$ cat src/rtl/kti_pkg.sv
// kti_pkg: types, constants and codes shared by the keyframe table interpolator
// no dependencies
`default_nettype none
package kti_pkg;

  localparam int KEY_SLOTS   = 1024;
  localparam int IDX_W       = $clog2(KEY_SLOTS);
  localparam int CNT_W       = IDX_W + 1;
  localparam int ID_CEILING  = 1000;
  localparam int ID_LIMIT    = (ID_CEILING < KEY_SLOTS) ? ID_CEILING : KEY_SLOTS;

  localparam int KIND_W      = 3;
  localparam int ID_W        = 10;
  localparam int TIME_W      = 16;
  localparam int VALUE_W     = 32;
  localparam int WORD_W      = 1 + TIME_W + VALUE_W;

  localparam int QUEUE_DEPTH = 2;

  localparam int DIFF_W      = VALUE_W + 1;
  localparam int PROD_W      = DIFF_W + TIME_W + 1;
  localparam int DIV_NUM_W   = PROD_W;
  localparam int DIV_DEN_W   = TIME_W + 1;
  localparam int DIV_CNT_W   = $clog2(DIV_NUM_W + 1);
  localparam int SUM_W       = VALUE_W + 3;

  localparam logic [KIND_W-1:0] KIND_ADD       = 3'd0;
  localparam logic [KIND_W-1:0] KIND_REMOVE    = 3'd1;
  localparam logic [KIND_W-1:0] KIND_SET_TIME  = 3'd2;
  localparam logic [KIND_W-1:0] KIND_SET_VALUE = 3'd3;
  localparam logic [KIND_W-1:0] KIND_EVAL      = 3'd4;
  localparam logic [KIND_W-1:0] KIND_STATUS    = 3'd5;

  typedef enum logic [2:0] {
    OP_ADD,
    OP_REMOVE,
    OP_SET_TIME,
    OP_SET_VALUE,
    OP_EVAL,
    OP_STATUS,
    OP_NONE
  } op_e;

  typedef struct packed {
    op_e                       op;
    logic [ID_W-1:0]           key_id;
    logic [TIME_W-1:0]         key_time;
    logic signed [VALUE_W-1:0] key_value;
  } cmd_t;

  typedef enum logic [3:0] {
    ST_CLEAR,
    ST_IDLE,
    ST_SCAN,
    ST_READ,
    ST_MODIFY,
    ST_MUL,
    ST_DIV_START,
    ST_DIV_WAIT,
    ST_DONE
  } back_state_e;

endpackage
`default_nettype wire

$ cat src/rtl/kti_if.sv
// request and response channel interfaces of the keyframe table interpolator
// depends on kti_pkg
`default_nettype none
interface kti_req_if;
  logic                                valid;
  logic                                ready;
  logic [kti_pkg::KIND_W-1:0]          kind;
  logic [kti_pkg::ID_W-1:0]            key_id;
  logic [kti_pkg::TIME_W-1:0]          key_time;
  logic signed [kti_pkg::VALUE_W-1:0]  key_value;

  modport source (output valid, kind, key_id, key_time, key_value, input ready);
  modport sink   (input valid, kind, key_id, key_time, key_value, output ready);
endinterface

`default_nettype wire

$ cat src/rtl/kti_front.sv
// kti_front: takes request transactions, decodes the kind and queues commands
// depends on kti_pkg and kti_if
`default_nettype none
module kti_front (
  input  logic           clk_i,
  input  logic           rst_ni,
  kti_req_if.sink        req_i,
  input  logic           clear_busy_i,
  output logic           cmd_valid_o,
  output kti_pkg::cmd_t  cmd_o,
  input  logic           cmd_ready_i
);

  kti_pkg::cmd_t  queue_q [kti_pkg::QUEUE_DEPTH];
  kti_pkg::cmd_t  new_cmd;
  logic           wr_ptr_q, wr_ptr_d;
  logic           rd_ptr_q, rd_ptr_d;
  logic [1:0]     count_q, count_d;
  logic           push, pop;

  always_comb begin
    unique case (req_i.kind)
      kti_pkg::KIND_ADD:       new_cmd.op = kti_pkg::OP_ADD;
      kti_pkg::KIND_REMOVE:    new_cmd.op = kti_pkg::OP_REMOVE;
      kti_pkg::KIND_SET_TIME:  new_cmd.op = kti_pkg::OP_SET_TIME;
      kti_pkg::KIND_SET_VALUE: new_cmd.op = kti_pkg::OP_SET_VALUE;
      kti_pkg::KIND_EVAL:      new_cmd.op = kti_pkg::OP_EVAL;
      kti_pkg::KIND_STATUS:    new_cmd.op = kti_pkg::OP_STATUS;
      default:                 new_cmd.op = kti_pkg::OP_NONE;
    endcase
    new_cmd.key_id    = req_i.key_id;
    new_cmd.key_time  = req_i.key_time;
    new_cmd.key_value = req_i.key_value;
  end

  assign req_i.ready = (count_q != 2'(kti_pkg::QUEUE_DEPTH)) && !clear_busy_i;
  assign push        = req_i.valid && req_i.ready;
  assign cmd_valid_o = count_q != 2'd0;
  assign cmd_o       = queue_q[rd_ptr_q];
  assign pop         = cmd_valid_o && cmd_ready_i;

  always_comb begin
    wr_ptr_d = push ? ~wr_ptr_q : wr_ptr_q;
    rd_ptr_d = pop ? ~rd_ptr_q : rd_ptr_q;
    count_d  = count_q + {1'b0, push} - {1'b0, pop};
  end

  always_ff @(posedge clk_i or negedge rst_ni) begin
    if (!rst_ni) begin
      wr_ptr_q <= 1'b0;
      rd_ptr_q <= 1'b0;
      count_q  <= '0;
    end else begin
      wr_ptr_q <= wr_ptr_d;
      rd_ptr_q <= rd_ptr_d;
      count_q  <= count_d;
    end
  end

  always_ff @(posedge clk_i) begin
    if (push) begin
      queue_q[wr_ptr_q] <= new_cmd;
    end
  end

endmodule
`default_nettype wire

$ cat src/flat_wrapper.sv
// flat-port wrapper written by rule: the top's interface ports become plain ports
module kti_front_flat 
  (clk_i, rst_ni, clear_busy_i, cmd_valid_o, cmd_o, cmd_ready_i, req_i_valid, req_i_kind, req_i_key_id, req_i_key_time, req_i_key_value, req_i_ready);
  kti_req_if req_i_i ();
  input  logic clk_i;
  input  logic rst_ni;
  input  logic clear_busy_i;
  output logic cmd_valid_o;
  output kti_pkg::cmd_t cmd_o;
  input  logic cmd_ready_i;
  input wire logic [$bits(req_i_i.valid)-1:0] req_i_valid;
  input wire logic [$bits(req_i_i.kind)-1:0] req_i_kind;
  input wire logic [$bits(req_i_i.key_id)-1:0] req_i_key_id;
  input wire logic [$bits(req_i_i.key_time)-1:0] req_i_key_time;
  input wire logic [$bits(req_i_i.key_value)-1:0] req_i_key_value;
  output wire logic [$bits(req_i_i.ready)-1:0] req_i_ready;
  assign req_i_i.valid = req_i_valid;
  assign req_i_i.kind = req_i_kind;
  assign req_i_i.key_id = req_i_key_id;
  assign req_i_i.key_time = req_i_key_time;
  assign req_i_i.key_value = req_i_key_value;
  assign req_i_ready = req_i_i.ready;
  kti_front u_core (.clk_i(clk_i), .rst_ni(rst_ni), .req_i(req_i_i), .clear_busy_i(clear_busy_i), .cmd_valid_o(cmd_valid_o), .cmd_o(cmd_o), .cmd_ready_i(cmd_ready_i));
endmodule
$ cat config.mk
export PLATFORM = sky130hd
export DESIGN_NAME = kti_front_flat
export DESIGN_NICKNAME = d
export VERILOG_FILES = /design/src/rtl/kti_pkg.sv /design/src/rtl/kti_if.sv /design/src/rtl/kti_front.sv /design/src/flat_wrapper.sv
export SDC_FILE = /design/constraint.sdc
export NUM_CORES = 1
export LEC_CHECK = 0
export BUFFER_PORTS_ARGS = -buffer_cell sky130_fd_sc_hd__buf_4
export CAP_MARGIN = 10
export CORE_ASPECT_RATIO = 1.5
export CORE_UTILIZATION = 49
export CTS_BUF_LIST = sky130_fd_sc_hd__clkbuf_8
export CTS_CLUSTER_SIZE = 40
export DETAILED_ROUTE_END_ITERATION = 12
export HOLD_SLACK_MARGIN = 0.12
export PLACE_DENSITY = 0.83
export SETUP_SLACK_MARGIN = 0.3
export SLEW_MARGIN = 25
export SYNTH_ARGS = -nofsm -noshare
export SYNTH_HDL_FRONTEND = slang
export SYNTH_SLANG_ARGS = --single-unit
$ cat constraint.sdc
create_clock -name clk_i -period 3.7 [get_ports clk_i]
set_clock_uncertainty 0.1 [all_clocks]
set_input_delay 0.74 -clock clk_i [delete_from_list [all_inputs] [get_ports clk_i]]
set_output_delay 0.74 -clock clk_i [all_outputs]
set_load 0.03 [all_outputs]
==> results.py <==
metrics = {
    "cells_and_area": {
        "fin_area_um2": 6330,
        "fin_nets": 423,
        "regArea_um2": 3770,
        "n_antenna_cell": 0,
        "fin_cells": 483,
        "area_delta_synth_final_pct": 29.2,
        "multi_input_area_um2": 1050,
        "drive_above_1_share_pct": 60.3,
        "n_fill_cell": 661,
    },
    "clocking": {
        "clkTransAtPathRegs_ns": 0.06,
        "postCtsSetupBuffers": 0,
        "htreeDepth": 4,
        "cts_tree": "done",
        "clk_path_buf_depth": 2,
        "cts_buffers": 17,
        "cts_sinks": 126,
        "worst_skew_pair.late_latency_ns": 0.41,
        "cts_root_buffer": "clkbuf_8",
    },
    "placed_design": {
        "io_buffers": 128,
        "globalplace.congestion": 0.686,
        "placed_cell_area_um2": 5980,
        "dp_cells": 450,
        "dp_hpwl_mm": 5.74,
    },
    "worst_setup_path": {
        "cp.required_ns": 2.86,
        "startpoint_type": "flip-flop",
        "cp-end-kind": "output pin",
        "r2r_setup_slack_ns": 1.66,
        "worst-setup-path-type": "flip-flop to output pin",
        "crit_path_max_fanout": 41,
        "cp_cell_sequence": "buf_4, mux2_4, buf_4",
        "worstPathArrival_ns": 2.23,
        "critPathMaxStageDelay_ns": 0.92,
        "crit_path_frequent_cell": "buf_4",
        "slowest_stage": "dfrtp_4",
    },
    "sta": {
        "slew_headroom_pct": 50.1,
        "setup_tns_ns": 0,
        "rsz0062_at_grt": "no",
        "worstMarginPinSlew_ns": 0.748,
        "finalSetupViolCount": 0,
        "period_share_pct": 83.0,
        "slew_viol_final": 0,
        "hold_viol": 0,
        "period_minus_slack_ns": 3.07,
        "fmax_mhz": 326,
    },
    "power_and_ir_drop": {
        "cellLeakagePower_nw": 2.58,
        "power_density_nw_per_um2": 737,
        "switching_power_mw": 1.52,
        "p_int_mw": 3.14,
        "pwr-share-clk_pct": 20.6,
        "p_comb_share_pct": 37.4,
        "ir_drop_mv": 0.681,
        "switching_share_pct": 32.6,
        "seq_power_share_pct": 42.0,
    },
    "floorplan": {
        "ios": 129,
        "die_w_um": 83.6,
        "dieArea_um2": 10400,
        "core-area_um2": 9690,
        "die_h_um": 124,
        "initial_core_util_pct": 50.5,
        "num_rows": 44,
    },
    "grt": {
        "grt_pass1_vias": 2489,
        "grt_max_degree": 51,
        "antenna_found_initial": 0,
        "grt_pass1_wl_mm": 12.7,
        "track_usage_pct": 16.9,
        "overflow": 0,
    },
    "worst_hold_path": {
        "hold_class": "flip-flop to flip-flop",
    },
    "detailed_routing": {
        "routed_wl_mm": 8.29,
        "drc": 0,
        "drtPass1Iterations": 4,
        "drtIter0Drc": 108,
        "routedWlPerCell_um": 17.2,
        "via_count": 2368,
        "ant_nets": 0,
        "vias_per_cell": 4.90,
    },
    "logic_synthesis": {
        "syn_avg_cell_area_um2": 23.1,
        "synth.net_count": 280,
        "synth_cells": 212,
        "yosysWarnings": 0,
        "syn_area_um2": 4900,
        "synth.distinct_cells": 18,
        "ys_seq_area_share_pct": 76.9,
        "synth_seq_cells": 126,
    },
    "flow_run": {
        "maxCapViolCount": 0,
    },
    "run_status": {
        "status": "completed",
    },
}
## repair_timing
| item | in CTS | in global routing |
|---|---|---|
| hold buffers | 1 | 0 |
| resized for setup | 0 | 0 |
| hold endpoints to repair | 4 | 0 |
## placed cells by master, fill, tap and decap left out, drive strengths merged
cell,Yosys,routed
ha,2,2
nor2,1,1
dlygate4sd3,0,1
clkinv,0,2
clkbuf,2,21
edfxtp,122,122
mux2,61,61
buf,7,132
nor2b,2,2
inv,2,11
xor2,2,2
dfrtp,4,4
or2,1,1
and2,2,2
a21boi,1,1
xnor2,2,2
nor3b,1,1
## sequential cells by signal, summed over array words and instances, names as in the netlist
name,count
u_core.count_q,2
u_core.queue_q,122
u_core.rd_ptr_q,1
u_core.wr_ptr_q,1
## cell usage after synthesis
master / instances / area (um^2)
nor3b_4: 1 / 18.8
or2_1: 1 / 6.26
inv_1: 2 / 7.51
ha_1: 2 / 25.0
buf_6: 7 / 78.8
nor2_1: 1 / 3.75
xor2_1: 2 / 17.5
mux2_2: 2 / 22.5
nor2b_4: 1 / 13.8
dfrtp_1: 4 / 100
and2_4: 1 / 8.76
clkbuf_1: 2 / 7.51
nor2b_1: 1 / 6.26
edfxtp_1: 122 / 3660
a21boi_0: 1 / 7.51
mux2_4: 59 / 886
xnor2_1: 2 / 17.5
and2_1: 1 / 6.26
## power groups by stage
stage	combinational (mW)	clock, mW	sequential [mW]
after CTS	1.76	0.989	1.96
final	1.74	0.961	1.96
after global routing	1.82	1.05	1.98
after global placement	1.73	0	1.98
after floorplan	1.38	0	1.86
after detailed placement	1.76	0	1.99
## critical path, delay by kind of cell (launching register included)
family / cells / cell delay (ns)
buffers and inverters: 2 / 0.55
flip-flops: 1 / 0.92
multiplexers: 1 / 0.34
## metrics by stage
| stage | setup WS [ns] | total power [mW] | hold WS [ns] | utilization [%] |
|---|---|---|---|---|
| after floorplan | 0.544 | 3.24 | 0.344 | - |
| after detailed placement | 1.06 | 3.75 | 0.396 | 61.8 |
| final | 0.629 | 4.66 | 0.403 | 65.3 |
| after global routing | 0.540 | 4.85 | 0.366 | 65.3 |
| after CTS | 0.586 | 4.72 | 0.371 | 65.3 |
| after global placement | 1.09 | 3.71 | 0.378 | 61.8 |
## path summary, 6_finish.rpt
check / start / endpoint / depth (start not counted)
hold / removal: u_core.count_q[1] / u_core.count_q[1] / 1
max in group asynchronous: rst_ni / u_core.rd_ptr_q / 2
hold reg to reg: u_core.count_q[1] / u_core.count_q[1] / 1
min in group asynchronous: rst_ni / u_core.count_q[1] / 2
setup / recovery: u_core.rd_ptr_q / cmd_o[19] / 3
setup reg to reg: u_core.count_q[1] / u_core.queue_q[0][40] / 4
## cell families after synthesis
kind of cell / after synthesis / share of synthesized area, %
mux: 61 / 18.5
fa+ha+maj: 2 / 0.511
compound gates: 1 / 0.153
buf+inv: 11 / 1.92
simple gates: 7 / 1.30
flops: 126 / 76.9
xor+xnor: 4 / 0.716
## metal layers
| layer | global-route usage (%) | part of all wire (%) | vias up |
|---|---|---|---|
| met1 | 16.6 | 35 | 1161 |
| met5 | 0 | 0 | - |
| met3 | 6.36 | 5.4 | 15 |
| met4 | 9.47 | 2.4 | 0 |
| li1 | - | - | 1112 |
| met2 | 30.0 | 57 | 80 |
## layout make-up
type	count	area share, %
Clock buffer	21	4.57
Clock inverter	11	0.692
Inverter	2	0.119
Multi-Input combinational cell	75	16.6
Sequential cell	126	59.6
Tap cell	115	2.27
Timing Repair Buffer	133	16.2
(Power assumes the default switching activity.)
